[src/hdl/crd_pkg.sv]
// ----------------------------------------------------------------------------
// crd_pkg
// Shared types, sizes and lookup tables for the character reference decoder.
// ----------------------------------------------------------------------------
`default_nettype none

package crd_pkg;

  // Longest digit string in a numeric reference
  localparam int MaxDigits  = 8;
  // Held bytes: '&', '#', 'x' and the digits
  localparam int StoreDepth = MaxDigits + 3;
  // Worst run for one input: full replay plus the byte handled again
  localparam int MaxResults = StoreDepth + 1;

  localparam int RcW    = $clog2(StoreDepth + 1);
  localparam int AddrW  = $clog2(StoreDepth);
  localparam int DcW    = $clog2(MaxDigits + 1);
  localparam int CountW = $clog2(MaxResults + 1);

  // Character codes
  localparam logic [7:0] ChAmp   = 8'h26;  // '&'
  localparam logic [7:0] ChHash  = 8'h23;  // '#'
  localparam logic [7:0] ChSemi  = 8'h3B;  // ';'
  localparam logic [7:0] ChApos  = 8'h27;  // '\''
  localparam logic [7:0] ChGt    = 8'h3E;  // '>'
  localparam logic [7:0] ChLt    = 8'h3C;  // '<'
  localparam logic [7:0] ChQuot  = 8'h22;  // '"'
  localparam logic [7:0] ChZero  = 8'h30;  // '0'
  localparam logic [7:0] ChLowA  = 8'h61;  // 'a'
  localparam logic [7:0] ChLowG  = 8'h67;  // 'g'
  localparam logic [7:0] ChLowL  = 8'h6C;  // 'l'
  localparam logic [7:0] ChLowM  = 8'h6D;  // 'm'
  localparam logic [7:0] ChLowO  = 8'h6F;  // 'o'
  localparam logic [7:0] ChLowP  = 8'h70;  // 'p'
  localparam logic [7:0] ChLowQ  = 8'h71;  // 'q'
  localparam logic [7:0] ChLowS  = 8'h73;  // 's'
  localparam logic [7:0] ChLowT  = 8'h74;  // 't'
  localparam logic [7:0] ChLowU  = 8'h75;  // 'u'
  localparam logic [7:0] ChLowX  = 8'h78;  // 'x'
  localparam logic [7:0] ChCase  = 8'h20;  // ' ', case bit

  // Name indexes
  localparam logic [2:0] NameAmp  = 3'd0;
  localparam logic [2:0] NameApos = 3'd1;
  localparam logic [2:0] NameGt   = 3'd2;
  localparam logic [2:0] NameLt   = 3'd3;
  localparam logic [2:0] NameQuot = 3'd4;

  typedef struct packed {
    logic [7:0] in_byte;
    logic       end_of_text;
  } in_item_t;

  typedef struct packed {
    logic [7:0] out_byte;
    logic       from_reference;
    logic       last_of_run;
  } out_item_t;

  // One run of result bytes caused by a single input
  typedef struct packed {
    logic [MaxResults-1:0][7:0] bytes;
    logic [MaxResults-1:0]      refs;
    logic [CountW-1:0]          count;
  } run_t;

  // Spelling of each name, position 0 is the first letter after '&'
  function automatic logic [7:0] name_text_at(input logic [2:0] idx,
                                              input logic [2:0] pos);
    logic [7:0] ch;
    ch = 8'h00;
    case (idx)
      NameAmp: begin
        case (pos)
          3'd0: ch = ChLowA;
          3'd1: ch = ChLowM;
          3'd2: ch = ChLowP;
          3'd3: ch = ChSemi;
          default: ch = 8'h00;
        endcase
      end
      NameApos: begin
        case (pos)
          3'd0: ch = ChLowA;
          3'd1: ch = ChLowP;
          3'd2: ch = ChLowO;
          3'd3: ch = ChLowS;
          3'd4: ch = ChSemi;
          default: ch = 8'h00;
        endcase
      end
      NameGt: begin
        case (pos)
          3'd0: ch = ChLowG;
          3'd1: ch = ChLowT;
          3'd2: ch = ChSemi;
          default: ch = 8'h00;
        endcase
      end
      NameLt: begin
        case (pos)
          3'd0: ch = ChLowL;
          3'd1: ch = ChLowT;
          3'd2: ch = ChSemi;
          default: ch = 8'h00;
        endcase
      end
      NameQuot: begin
        case (pos)
          3'd0: ch = ChLowQ;
          3'd1: ch = ChLowU;
          3'd2: ch = ChLowO;
          3'd3: ch = ChLowT;
          3'd4: ch = ChSemi;
          default: ch = 8'h00;
        endcase
      end
      default: ch = 8'h00;
    endcase
    return ch;
  endfunction

  // Character that each name stands for
  function automatic logic [7:0] name_char(input logic [2:0] idx);
    logic [7:0] ch;
    case (idx)
      NameAmp:  ch = ChAmp;
      NameApos: ch = ChApos;
      NameGt:   ch = ChGt;
      NameLt:   ch = ChLt;
      NameQuot: ch = ChQuot;
      default:  ch = 8'h00;
    endcase
    return ch;
  endfunction

endpackage

`default_nettype wire

[src/hdl/char_reference_decoder_unit.sv]
// ----------------------------------------------------------------------------
// char_reference_decoder_unit
// Character reference decoder: passes text bytes, decodes named and numeric
// references to bytes or UTF-8, replays cancelled references verbatim.
// ----------------------------------------------------------------------------
// The first result of an input passes through the input register, then
// the result register.
// Throughput: one input per cycle while no input yields more than one byte
// and out_stall is low; a longer run holds the result register until sent.
// Reset (rst, synchronous): no reference open, no pending input or results.
`default_nettype none

module char_reference_decoder_unit
  import crd_pkg::*;
(
  input  wire logic      clk,
  input  wire logic      rst,
  input  wire logic      in_valid,
  output logic           in_stall,
  input  wire in_item_t  in_item,
  output logic           out_valid,
  input  wire logic      out_stall,
  output out_item_t      out_item
);

  in_item_t item_q;
  logic     item_valid;
  logic     free;
  logic     advance;
  logic     load;
  run_t     run;

  assign advance  = item_valid && free;
  assign load     = advance && (run.count != '0);
  assign in_stall = item_valid && !free;

  // Input register
  always_ff @(posedge clk) begin
    if (rst) begin
      item_valid <= 1'b0;
    end else if (in_valid && !in_stall) begin
      item_valid <= 1'b1;
    end else if (advance) begin
      item_valid <= 1'b0;
    end
  end

  always_ff @(posedge clk) begin
    if (in_valid && !in_stall) begin
      item_q <= in_item;
    end
  end

  crd_parser u_parser (
    .clk  (clk),
    .rst  (rst),
    .step (advance),
    .item (item_q),
    .run  (run)
  );

  crd_emitter u_emitter (
    .clk       (clk),
    .rst       (rst),
    .load      (load),
    .run       (run),
    .free      (free),
    .out_valid (out_valid),
    .out_stall (out_stall),
    .out_item  (out_item)
  );

endmodule

`default_nettype wire

[src/hdl/crd_parser.sv]
// ----------------------------------------------------------------------------
// crd_parser
// Reference parse state and held bytes; turns one registered input into the
// run of result bytes it causes and updates the state on each step.
// ----------------------------------------------------------------------------
`default_nettype none

module crd_parser
  import crd_pkg::*;
(
  input  wire logic     clk,
  input  wire logic     rst,
  input  wire logic     step,
  input  wire in_item_t item,
  output run_t          run
);

  // Parse modes
  localparam logic [3:0] ModeIdle  = 4'd0;
  localparam logic [3:0] ModeAmp   = 4'd1;
  localparam logic [3:0] ModeA     = 4'd2;
  localparam logic [3:0] ModeName0 = 4'd3;
  localparam logic [3:0] ModeName1 = 4'd4;
  localparam logic [3:0] ModeName2 = 4'd5;
  localparam logic [3:0] ModeName3 = 4'd6;
  localparam logic [3:0] ModeName4 = 4'd7;
  localparam logic [3:0] ModeHash  = 4'd8;
  localparam logic [3:0] ModeDec   = 4'd9;
  localparam logic [3:0] ModeHex   = 4'd10;

  logic [3:0]       mode, mode_next;
  logic [31:0]      cv, cv_next;
  logic [RcW-1:0]   rc, rc_next;
  logic [DcW-1:0]   dc, dc_next;
  logic [7:0]       store [StoreDepth];

  logic             wr_en;
  logic [AddrW-1:0] wr_addr;
  logic             taken;
  logic             do_replay;
  logic [2:0]       tail_n;
  logic [3:0][7:0]  tail_b;
  logic             tail_ref;

  logic [7:0]       b;
  logic [7:0]       lower;
  logic             is_dig;
  logic             is_hexl;
  logic [3:0]       dv;
  logic [2:0]       name_idx;
  logic [RcW-1:0]   pos;
  logic [31:0]      cv_mul;

  assign b        = item.in_byte;
  assign lower    = b | ChCase;
  assign is_dig   = (b - ChZero) <= 8'd9;
  assign is_hexl  = (lower - ChLowA) <= 8'd5;
  assign dv       = is_dig ? b[3:0] : (lower[3:0] + 4'd9);
  assign name_idx = 3'(mode - ModeName0);
  assign pos      = rc - 1'b1;
  assign cv_mul   = (mode == ModeHex) ? {cv[27:0], 4'b0000}
                                      : ({cv[28:0], 3'b000} + {cv[30:0], 1'b0});

  // UTF-8 bytes of the current code point
  logic [2:0]      u_n;
  logic [3:0][7:0] u_b;

  always_comb begin
    u_b = '0;
    if (cv < 32'h80) begin
      u_n    = 3'd1;
      u_b[0] = cv[7:0];
    end else if (cv < 32'h800) begin
      u_n    = 3'd2;
      u_b[0] = {3'b110, cv[10:6]};
      u_b[1] = {2'b10, cv[5:0]};
    end else if (cv < 32'h10000) begin
      u_n    = 3'd3;
      u_b[0] = {4'b1110, cv[15:12]};
      u_b[1] = {2'b10, cv[11:6]};
      u_b[2] = {2'b10, cv[5:0]};
    end else begin
      u_n    = 3'd4;
      u_b[0] = 8'hF0 | cv[25:18];
      u_b[1] = {2'b10, cv[17:12]};
      u_b[2] = {2'b10, cv[11:6]};
      u_b[3] = {2'b10, cv[5:0]};
    end
  end

  // Next state and the tail of the run
  always_comb begin
    mode_next = mode;
    cv_next   = cv;
    rc_next   = rc;
    dc_next   = dc;
    wr_en     = 1'b0;
    wr_addr   = '0;
    taken     = 1'b0;
    do_replay = 1'b0;
    tail_n    = '0;
    tail_b    = '0;
    tail_ref  = 1'b0;

    if (item.end_of_text) begin
      do_replay = 1'b1;
      mode_next = ModeIdle;
      cv_next   = '0;
      rc_next   = '0;
      dc_next   = '0;
    end else begin
      if (mode != ModeIdle) begin
        unique case (mode)
          ModeAmp: begin
            taken = 1'b1;
            if (b == ChLowA)      mode_next = ModeA;
            else if (b == ChLowG) mode_next = ModeName2;
            else if (b == ChLowL) mode_next = ModeName3;
            else if (b == ChLowQ) mode_next = ModeName4;
            else if (b == ChHash) mode_next = ModeHash;
            else                  taken = 1'b0;
          end
          ModeA: begin
            taken = 1'b1;
            if (b == ChLowM)      mode_next = ModeName0;
            else if (b == ChLowP) mode_next = ModeName1;
            else                  taken = 1'b0;
          end
          ModeName0, ModeName1, ModeName2, ModeName3, ModeName4: begin
            if (rc != '0 && pos < RcW'(6) && b == name_text_at(name_idx, pos[2:0])) begin
              taken = 1'b1;
              if (b == ChSemi) begin
                tail_n    = 3'd1;
                tail_b[0] = name_char(name_idx);
                tail_ref  = 1'b1;
                mode_next = ModeIdle;
                cv_next   = '0;
                rc_next   = '0;
                dc_next   = '0;
              end
            end
          end
          ModeHash: begin
            taken = 1'b1;
            if (b == ChLowX) begin
              mode_next = ModeHex;
            end else if (is_dig) begin
              mode_next = ModeDec;
              cv_next   = {28'd0, b[3:0]};
              dc_next   = DcW'(1);
            end else begin
              taken = 1'b0;
            end
          end
          ModeDec, ModeHex: begin
            if (b == ChSemi) begin
              if (dc != '0) begin
                taken     = 1'b1;
                tail_n    = u_n;
                tail_b    = u_b;
                tail_ref  = 1'b1;
                mode_next = ModeIdle;
                cv_next   = '0;
                rc_next   = '0;
                dc_next   = '0;
              end
            end else if ((is_dig || (mode == ModeHex && is_hexl)) &&
                         dc < DcW'(MaxDigits)) begin
              taken   = 1'b1;
              cv_next = cv_mul + {28'd0, dv};
              dc_next = dc + 1'b1;
            end
          end
          default: taken = 1'b0;
        endcase

        // Held bytes of an accepted byte that did not close the reference
        if (taken && mode_next != ModeIdle && rc_next < RcW'(StoreDepth)) begin
          wr_en   = 1'b1;
          wr_addr = rc_next[AddrW-1:0];
          rc_next = rc_next + 1'b1;
        end

        // Cancel: replay held bytes, then handle the byte again
        if (!taken) begin
          do_replay = 1'b1;
          mode_next = ModeIdle;
          cv_next   = '0;
          rc_next   = '0;
          dc_next   = '0;
        end
      end

      if (!taken) begin
        if (b == ChAmp) begin
          mode_next = ModeAmp;
          cv_next   = '0;
          dc_next   = '0;
          wr_en     = 1'b1;
          wr_addr   = '0;
          rc_next   = RcW'(1);
        end else begin
          tail_n    = 3'd1;
          tail_b[0] = b;
        end
      end
    end
  end

  // Assemble the run: replayed bytes first, then the tail
  logic [RcW-1:0]    base;
  logic [CountW-1:0] jj;

  assign base = do_replay ? rc : '0;

  always_comb begin
    run.bytes = '0;
    run.refs  = '0;
    jj        = '0;
    for (int i = 0; i < MaxResults; i++) begin
      jj = CountW'(i) - CountW'(base);
      if (CountW'(i) >= CountW'(base) && jj < CountW'(tail_n)) begin
        run.bytes[i] = tail_b[jj[1:0]];
        run.refs[i]  = tail_ref;
      end
    end
    for (int i = 0; i < StoreDepth; i++) begin
      if (do_replay && RcW'(i) < rc) begin
        run.bytes[i] = store[i];
        run.refs[i]  = 1'b0;
      end
    end
    run.count = CountW'(base) + CountW'(tail_n);
  end

  // State registers
  always_ff @(posedge clk) begin
    if (rst) begin
      mode <= ModeIdle;
      cv   <= '0;
      rc   <= '0;
      dc   <= '0;
    end else if (step) begin
      mode <= mode_next;
      cv   <= cv_next;
      rc   <= rc_next;
      dc   <= dc_next;
    end
  end

  // Held bytes, no reset: only written entries are read
  always_ff @(posedge clk) begin
    if (step && wr_en) begin
      store[wr_addr] <= b;
    end
  end

  a_rc_range: assert property (@(posedge clk) disable iff (rst)
    rc <= RcW'(StoreDepth))
    else $error("held byte count beyond store depth");

  a_idle_empty: assert property (@(posedge clk) disable iff (rst)
    (mode == ModeIdle) |-> (rc == '0 && dc == '0 && cv == '0))
    else $error("idle with reference state left over");

  a_open_held: assert property (@(posedge clk) disable iff (rst)
    (mode != ModeIdle) |-> (rc != '0))
    else $error("open reference with no held bytes");

endmodule

`default_nettype wire

[src/hdl/crd_emitter.sv]
// ----------------------------------------------------------------------------
// crd_emitter
// Result register: holds one run of bytes and sends them one per transfer.
// ----------------------------------------------------------------------------
`default_nettype none

module crd_emitter
  import crd_pkg::*;
(
  input  wire logic      clk,
  input  wire logic      rst,
  input  wire logic      load,
  input  wire run_t      run,
  output logic           free,
  output logic           out_valid,
  input  wire logic      out_stall,
  output out_item_t      out_item
);

  logic [MaxResults-1:0][7:0] bytes;
  logic [MaxResults-1:0]      refs;
  logic [CountW-1:0]          count;
  logic                       xfer;

  assign out_valid = (count != '0);
  assign xfer      = out_valid && !out_stall;
  // Free when empty or once the last byte of the current run leaves
  assign free      = (count == '0) || (count == CountW'(1) && !out_stall);

  assign out_item.out_byte       = bytes[0];
  assign out_item.from_reference = refs[0];
  assign out_item.last_of_run    = (count == CountW'(1));

  // Run count
  always_ff @(posedge clk) begin
    if (rst) begin
      count <= '0;
    end else if (load) begin
      count <= run.count;
    end else if (xfer) begin
      count <= count - 1'b1;
    end
  end

  // Byte shift register
  always_ff @(posedge clk) begin
    if (load) begin
      bytes <= run.bytes;
      refs  <= run.refs;
    end else if (xfer) begin
      bytes <= bytes >> 8;
      refs  <= refs >> 1;
    end
  end

  a_count_range: assert property (@(posedge clk) disable iff (rst)
    count <= CountW'(MaxResults))
    else $error("run count beyond maximum");

  a_load_free: assert property (@(posedge clk) disable iff (rst)
    load |-> free)
    else $error("run loaded over unsent bytes");

  a_drain: assert property (@(posedge clk) disable iff (rst)
    (xfer && count > CountW'(1)) |=> (count == $past(count) - 1'b1))
    else $error("run count did not step down after transfer");

endmodule

`default_nettype wire
[config.mk]
export PLATFORM = sky130hd
export DESIGN_NAME = char_reference_decoder_unit
export DESIGN_NICKNAME = d
export VERILOG_FILES = /design/src/hdl/crd_pkg.sv /design/src/hdl/char_reference_decoder_unit.sv /design/src/hdl/crd_parser.sv /design/src/hdl/crd_emitter.sv
export SDC_FILE = /design/constraint.sdc
export NUM_CORES = 1
export LEC_CHECK = 0
export BUFFER_PORTS_ARGS = -buffer_cell sky130_fd_sc_hd__buf_2
export CAP_MARGIN = 20
export CORE_ASPECT_RATIO = 0.75
export CORE_MARGIN = 5
export CORE_UTILIZATION = 55
export DETAILED_ROUTE_END_ITERATION = 10
export PLACE_DENSITY = 0.74
export SLEW_MARGIN = 20
export SYNTH_ARGS = -nofsm -noshare
export SYNTH_HDL_FRONTEND = slang
export SYNTH_HIERARCHICAL = 1
export SYNTH_SLANG_ARGS = --single-unit
[constraint.sdc]
create_clock -name clk -period 31.5 [get_ports clk]
set_input_delay 3.15 -clock clk [delete_from_list [all_inputs] [get_ports clk]]
set_output_delay 3.15 -clock clk [all_outputs]
set_load 0.02 [all_outputs]
==> Yosys cells after proc, flatten, opt, wreduce, memory -nomap -nowiden <==
Memory sizes are Yosys's and may differ from the RTL's.
Cells that the tools add are included.
{ "word_totals": {"reg_bits": 166, "ramBits": 88, "inputBits": 13, "out_inout_bits": 12, "elab_cells": 404, "memories": 1} }
{ "op_classes": {"addsub": 23, "n_lt_le_gt_ge": 55, "n_eq_ne": 30, "muxes": 220, "reduce_logical": 54} }
{ "memory_table": {"columns": ["memory", "depth", "width", "read_ports", "rd_clocked_by_memory_dff", "write_ports", "line_no", "source"], "rows": [
  ["u_parser.store", 11, 8, 11, 0, 1, "crd_parser.sv:35", "logic [7:0] store [StoreDepth];"]
]} }
{ "ops": {"columns": ["operator", "count"], "rows": [
  ["$mux 32", 17],
  ["$mux 8", 43],
  ["$mux 4", 53],
  ["$bmux 8 s2", 12],
  ["$mux 96", 2],
  ["$mux 24", 4],
  ["$pmux 32 s3", 1],
  ["$pmux 7 s5", 2],
  ["$mux 1", 58],
  ["$eq 8x7->1 const B", 7],
  ["$lt 4x3->1", 12],
  ["$pmux 7 s3", 2],
  ["$pmux 8 s5", 1],
  ["$logic_and 1x1->1", 36],
  ["$lt 2x3->1 const B", 12],
  ["$add 32x32->32", 1],
  ["$add 32x4->32", 1],
  ["$lt 32x12->1 const B", 1],
  ["$lt 32x17->1 const B", 1],
  ["$lt 32x8->1 const B", 1],
  ["$mux 16", 2],
  ["$mux 3", 10],
  ["$pmux 6 s5", 1],
  ["$pmux 7 s4", 1],
  ["50 further kinds", 101]
]} }

==> Logic depth before layout (Yosys ltp) <==
{ "logic_depth": {"ltp_word": 24, "depth_mapped": 25, "depth_no_buf": 21} }

==> By module <==
The synthesis kept the hierarchy.
{ "modules_own_cells": {"columns": ["module", "instances", "cells_each", "area_each_um2", "seq_area_each_um2"], "rows": [
  ["crd_parser", 1, 1594, 12699.7, 3523.4],
  ["crd_emitter", 1, 273, 4832.1, 3323.2],
  ["char_reference_decoder_unit", 1, 15, 332.8, 290.3]
]} }

==> Worst setup path after synthesis <==
No wires, ideal clock.
{ "synth_path": {"path_kind": "input-to-reg", "start": "input port out_stall", "end": "register u_emitter/bytes[10] (netlist bit) (enable)", "arrival_ps": 10716, "required_ps": 30776, "path_slack_ps": 20061, "cell_stages": 1, "path_cell_list": "o21ai_0"} }
{ "synth_via": {"elab_chain_len": 6, "word_cells_on_any_way": 7, "cone_classes": "reduce/logical (7)"} }
{ "synth_lines": {"columns": ["element", "line_no", "source"], "rows": [
  ["start: declaration", "char_reference_decoder_unit.sv:22", "input wire logic out_stall,"],
  ["$logic_not 1->1 *", "crd_emitter.sv:26, crd_emitter.sv:28", null],
  ["$logic_and 1x1->1", "crd_emitter.sv:28", "assign free = (count == '0) || (count == CountW'(1) && !out_stall);"],
  ["$logic_or 1x1->1", "crd_emitter.sv:28", null],
  ["$logic_and 1x1->1", "char_reference_decoder_unit.sv:33", "assign advance = item_valid && free;"],
  ["$logic_and 1x1->1", "char_reference_decoder_unit.sv:34", "assign load = advance && (run.count != '0);"],
  ["$reduce_bool 2->1 (no line) *", null, null],
  ["end signal: assignment", "crd_emitter.sv:48", "bytes <= run.bytes;"],
  ["end signal: assignment", "crd_emitter.sv:51", "bytes <= bytes >> 8;"],
  ["end: declaration", "crd_emitter.sv:20", "logic [MaxResults-1:0][7:0] bytes;"]
]} }
Every way passes the cells marked *; elsewhere a longest branch is shown, timed or not.
A chain may end at the register's enable or synchronous reset.

==> out/qor.json <==
{
  "grt_max_degree": 59,
  "final.setup.tns_ns": 0,
  "final.period_utilization_pct": 27.5,
  "post_synth_most_frequent_cells": "edfxtp_1 (205), nand2_1 (198), nor2_1 (170)",
  "detailedPlacementHpwl_mm": 42.2,
  "timing.critical_path.slowest_cell_delay_ns": 0.88,
  "fp.coreArea_sq_um": 32200,
  "clkLatencyLatePin_ns": 0.55,
  "io_buffer_count": 24,
  "tritoncts": "done",
  "whs_path_depth": 2,
  "peakVddDrop_mv": 0.0552,
  "cts.hold.buffers_added": 0,
  "timing.reg2reg.worst_path_depth": 19,
  "synth_enable_flop_cells": 205,
  "critical-path-top-cell-by-count": "buf_4",
  "synth_top_cell_by_area": "edfxtp_1",
  "worst_hold_slack_ns": 0.501,
  "critical_path.startpoint_type": "flip-flop",
  "synth_top_family_by_area": "compound AO/OA/AOI/OAI gates",
  "numCtsBuffers": 26,
  "tightestPinTransition_ns": 1.32,
  "synth_top_area_cells": "edfxtp_1 (34%), ha_1 (6.0%), dfxtp_1 (5.5%)",
  "fraction_of_the_mapped_netlist_area_in_compound_gates_pct": 21.8,
  "grtUsageMet1_pct": 48.7,
  "reg2reg_from": "u_parser/rc[0]",
  "grt_pass1_wl_mm": 88.4,
  "cts.reportedPaths.clkPinSlew_ns": 0.07,
  "number_of_global_route_vias_before_repair": 14512,
  "detail_route.wl_per_cell_um": 25.0,
  "timing.hold.worst.class": "flip-flop to flip-flop",
  "finalMaxSlewViolations": 0,
  "antenna_left": 0,
  "synth-xor-area-share_pct": 2.59,
  "clock_tree.buffer_depth": 3,
  "drtIter0Drc": 2808,
  "achievable-frequency_ghz": 0.115,
  "critical_path_class": "flip-flop to flip-flop",
  "timing.clock.skew_ns": 0.0197,
  "post-cts-setup-buffers": 0,
  "number_of_vias_in_the_routed_layout": 15950,
  "ys_types": 105,
  "postSynth.topFlopCell": "edfxtp_1",
  "fin_nets": 1959,
  "synth_top_cell_area_share_pct": 34.5,
  "postLayoutCellArea_sq_um": 19200,
  "post_synthesis_sequential_area_ratio_pct": 39.9,
  "synth_area_per_cell_sq_um": 9.49,
  "final_hold_viol_count": 0,
  "synthMostInstantiatedCell": "edfxtp_1",
  "synthesis.area_sq_um": 17900,
  "maxSlewHeadroom_pct": 11.4,
  "total_leakage_power_nw": 6.78,
  "die_h_um": 166,
  "result_of_the_run": "completed",
  "r2r_endpoint": "u_emitter/out_item[6]",
  "use_met2_pct": 42.3,
  "drv_cap": 0,
  "route.detailed.vias_per_inst": 6.88,
  "grt.busiest_layer": "met1",
  "synthesis.nets": 1983,
  "cp_max_fo": 57,
  "synthArstFlopShare_pct": 0,
  "clock-sinks": 254,
  "ys_seq_elements": 254,
  "postSynthCellCount": 1882,
  "synth_mux_area_share_pct": 7.53,
  "syn_to_final_growth_pct": 7.39,
  "min_delay_worst_endpoint": "u_parser/cv[29]",
  "launch_instance_of_the_worst_min_delay_path": "u_parser/cv[29]",
  "remaining_drc_errors": 0,
  "worst_setup_path_end_kind": "flip-flop",
  "worstPathArrival_ns": 8.85,
  "final_layout_size_suffix_gt1_share_pct": 12.0,
  "synth_simple_gate_area_share_pct": 17.9,
  "globalRouteOverflowTotal": 0,
  "antenna-diode-count": 0,
  "htree_num_levels": 1,
  "use_met3_pct": 7.60,
  "ctsResizeCount": 0,
  "wirelength_mm": 58.0,
  "post_dp_cell_area_sq_um": 18300,
  "unrepaired_setup_endpoints_after_global_routing": "no",
  "cts_root_buf": "clkbuf_16",
  "crit_chain": "clkinv_1, ha_1, xnor2_1, buf_4, o22ai_1, or3b_1, a311oi_1, nand4_1, a2111o_2, a32oi_4, inv_1, ha_1, fa_1, xor2_1, o41a_4, inv_1, o21ai_4, buf_4, buf_4",
  "track_usage_pct": 30.7,
  "die_x_um": 218,
  "minimum_clock_period_ns": 8.67,
  "worstPathRequired_ns": 31.68,
  "design.portCount": 25,
  "finalPower_uw": 975,
  "placement_rows": 57,
  "synth_fa_ha_area_share_pct": 6.29,
  "setup.reg_to_reg.worst_slack_ns": 22.83,
  "grt_antenna_before_repair": 1,
  "floorplan.initialDensity_pct": 55.4,
  "crit_path_top_delay_cell": "dfxtp_1",
  "drtPass1Iterations": 6,
  "placer_s_final_routability_congestion_estimate": 0.955,
  "floorplan.die_area_sq_um": 36200,
  "synth-warning-count": 6,
  "power_density_normalized_to_cell_area_nw_per_um2": 50.8,
  "timing.final.setup_violations": 0
}
-- stage by stage --
step | worst slack [ns] | utilization (%) | std cells
detailed placement | 22.64 | 56.9 | 2271
finish | 22.83 | 59.5 | 2319
CTS | 22.61 | 59.4 | 2318
floorplan | 20.06 | - | 1882
global route | 22.41 | 59.5 | 2319
global placement | 22.85 | 56.8 | 2271
-- cell usage in the layout (no fill, tap or decap), drive strengths merged, types with 9 or more instances in the layout --
cell type	Yosys	routed
a211oi	21	21
a21o	30	30
a21oi	114	114
a22o	42	42
a22oi	15	15
a31oi	27	27
a32o	13	13
a32oi	9	9
and2	31	31
and3	14	14
buf	41	56
clkbuf	68	30
clkinv	2	15
dfxtp	49	49
edfxtp	205	205
ha	85	85
inv	54	56
mux2	107	107
mux2i	14	14
nand2	199	199
nand2b	15	15
nand3	51	51
nand4	17	17
nor2	170	170
nor2b	23	23
nor3	44	44
nor4	20	20
o211ai	23	23
o21ai	119	119
o21bai	9	9
o22ai	10	10
o31ai	16	16
or2	9	9
or4	12	12
xnor2	30	30
xor2	22	22
-- power breakdown --
| group | internal, mW | switching [mW] | leakage [nW] | total, mW |
|---|---|---|---|---|
| clock | 0.169 | 0.134 | 0.406 | 0.304 |
| sequential | 0.465 | 0.0207 | 2.30 | 0.486 |
| combinational | 0.0708 | 0.115 | 4.07 | 0.186 |
| total | 0.705 | 0.270 | 6.78 | 0.975 |
-- how the worst max path moves through the flow --
stage / slack (ns) / cells after the start / endpoint / start
after floorplan: 20.06 / 1 / u_emitter/bytes[10] / out_stall
after global placement: 22.85 / 19 / u_emitter/bytes[14] / u_parser/rc[0]
after detailed placement: 22.64 / 18 / u_emitter/bytes[20] / u_parser/rc[0]
after CTS: 22.61 / 19 / u_emitter/bytes[67] / u_parser/rc[0]
after global routing: 22.41 / 18 / u_emitter/bytes[61] / u_parser/rc[0]
final: 22.83 / 19 / u_emitter/out_item[6] / u_parser/rc[0]
-- logic make-up (layout without fill, tap and decap cells) --
kind of cell,count (synthesis),after routing
flip-flops,254,254
adder cells (fa/ha/maj),88,88
AO/OA/AOI/OAI,555,555
AND/OR/NAND/NOR,647,647
buffers and inverters,165,160
multiplexers,121,121
XOR/XNOR,52,52
-- final cells by class --
cell class	instances	area [sq um]
clock buffers	29	662
clock inverters	18	164
fillers	2812	13100
inverters	56	210
multi-input cells	1463	10100
flip-flops and latches	254	7140
well taps	442	553
repair buffers	57	365
-- per-layer routing --
| layer | vias up | routed length (um) |
|---|---|---|
| li1 | 7091 | - |
| met1 | 7689 | 24800 |
| met2 | 1065 | 23600 |
| met3 | 105 | 8150 |
| met4 | 0 | 1370 |
| met5 | - | 0 |
-- worst max-delay path: cells and delay by family (launching register included) --
| family | cells | cell delay (ns) |
|---|---|---|
| buffers and inverters | 6 | 2.66 |
| AO/OA/AOI/OAI | 6 | 2.44 |
| adder cells (fa/ha/maj) | 3 | 1.23 |
| flip-flops | 1 | 0.88 |
| AND/OR/NAND/NOR | 2 | 0.62 |
| XOR/XNOR | 2 | 0.43 |
-- state kept, by name, indices dropped and copies added, names as in the netlist --
register and count:
u_emitter/out_item 8, u_emitter/count 4, u_emitter/refs 12, u_parser/dc 4, u_parser/mode 4, u_emitter/bytes 88
u_parser/store 88, u_parser/rc 4, item_q 9, item_valid 1, u_parser/cv 32
(Power assumes the default switching activity.)
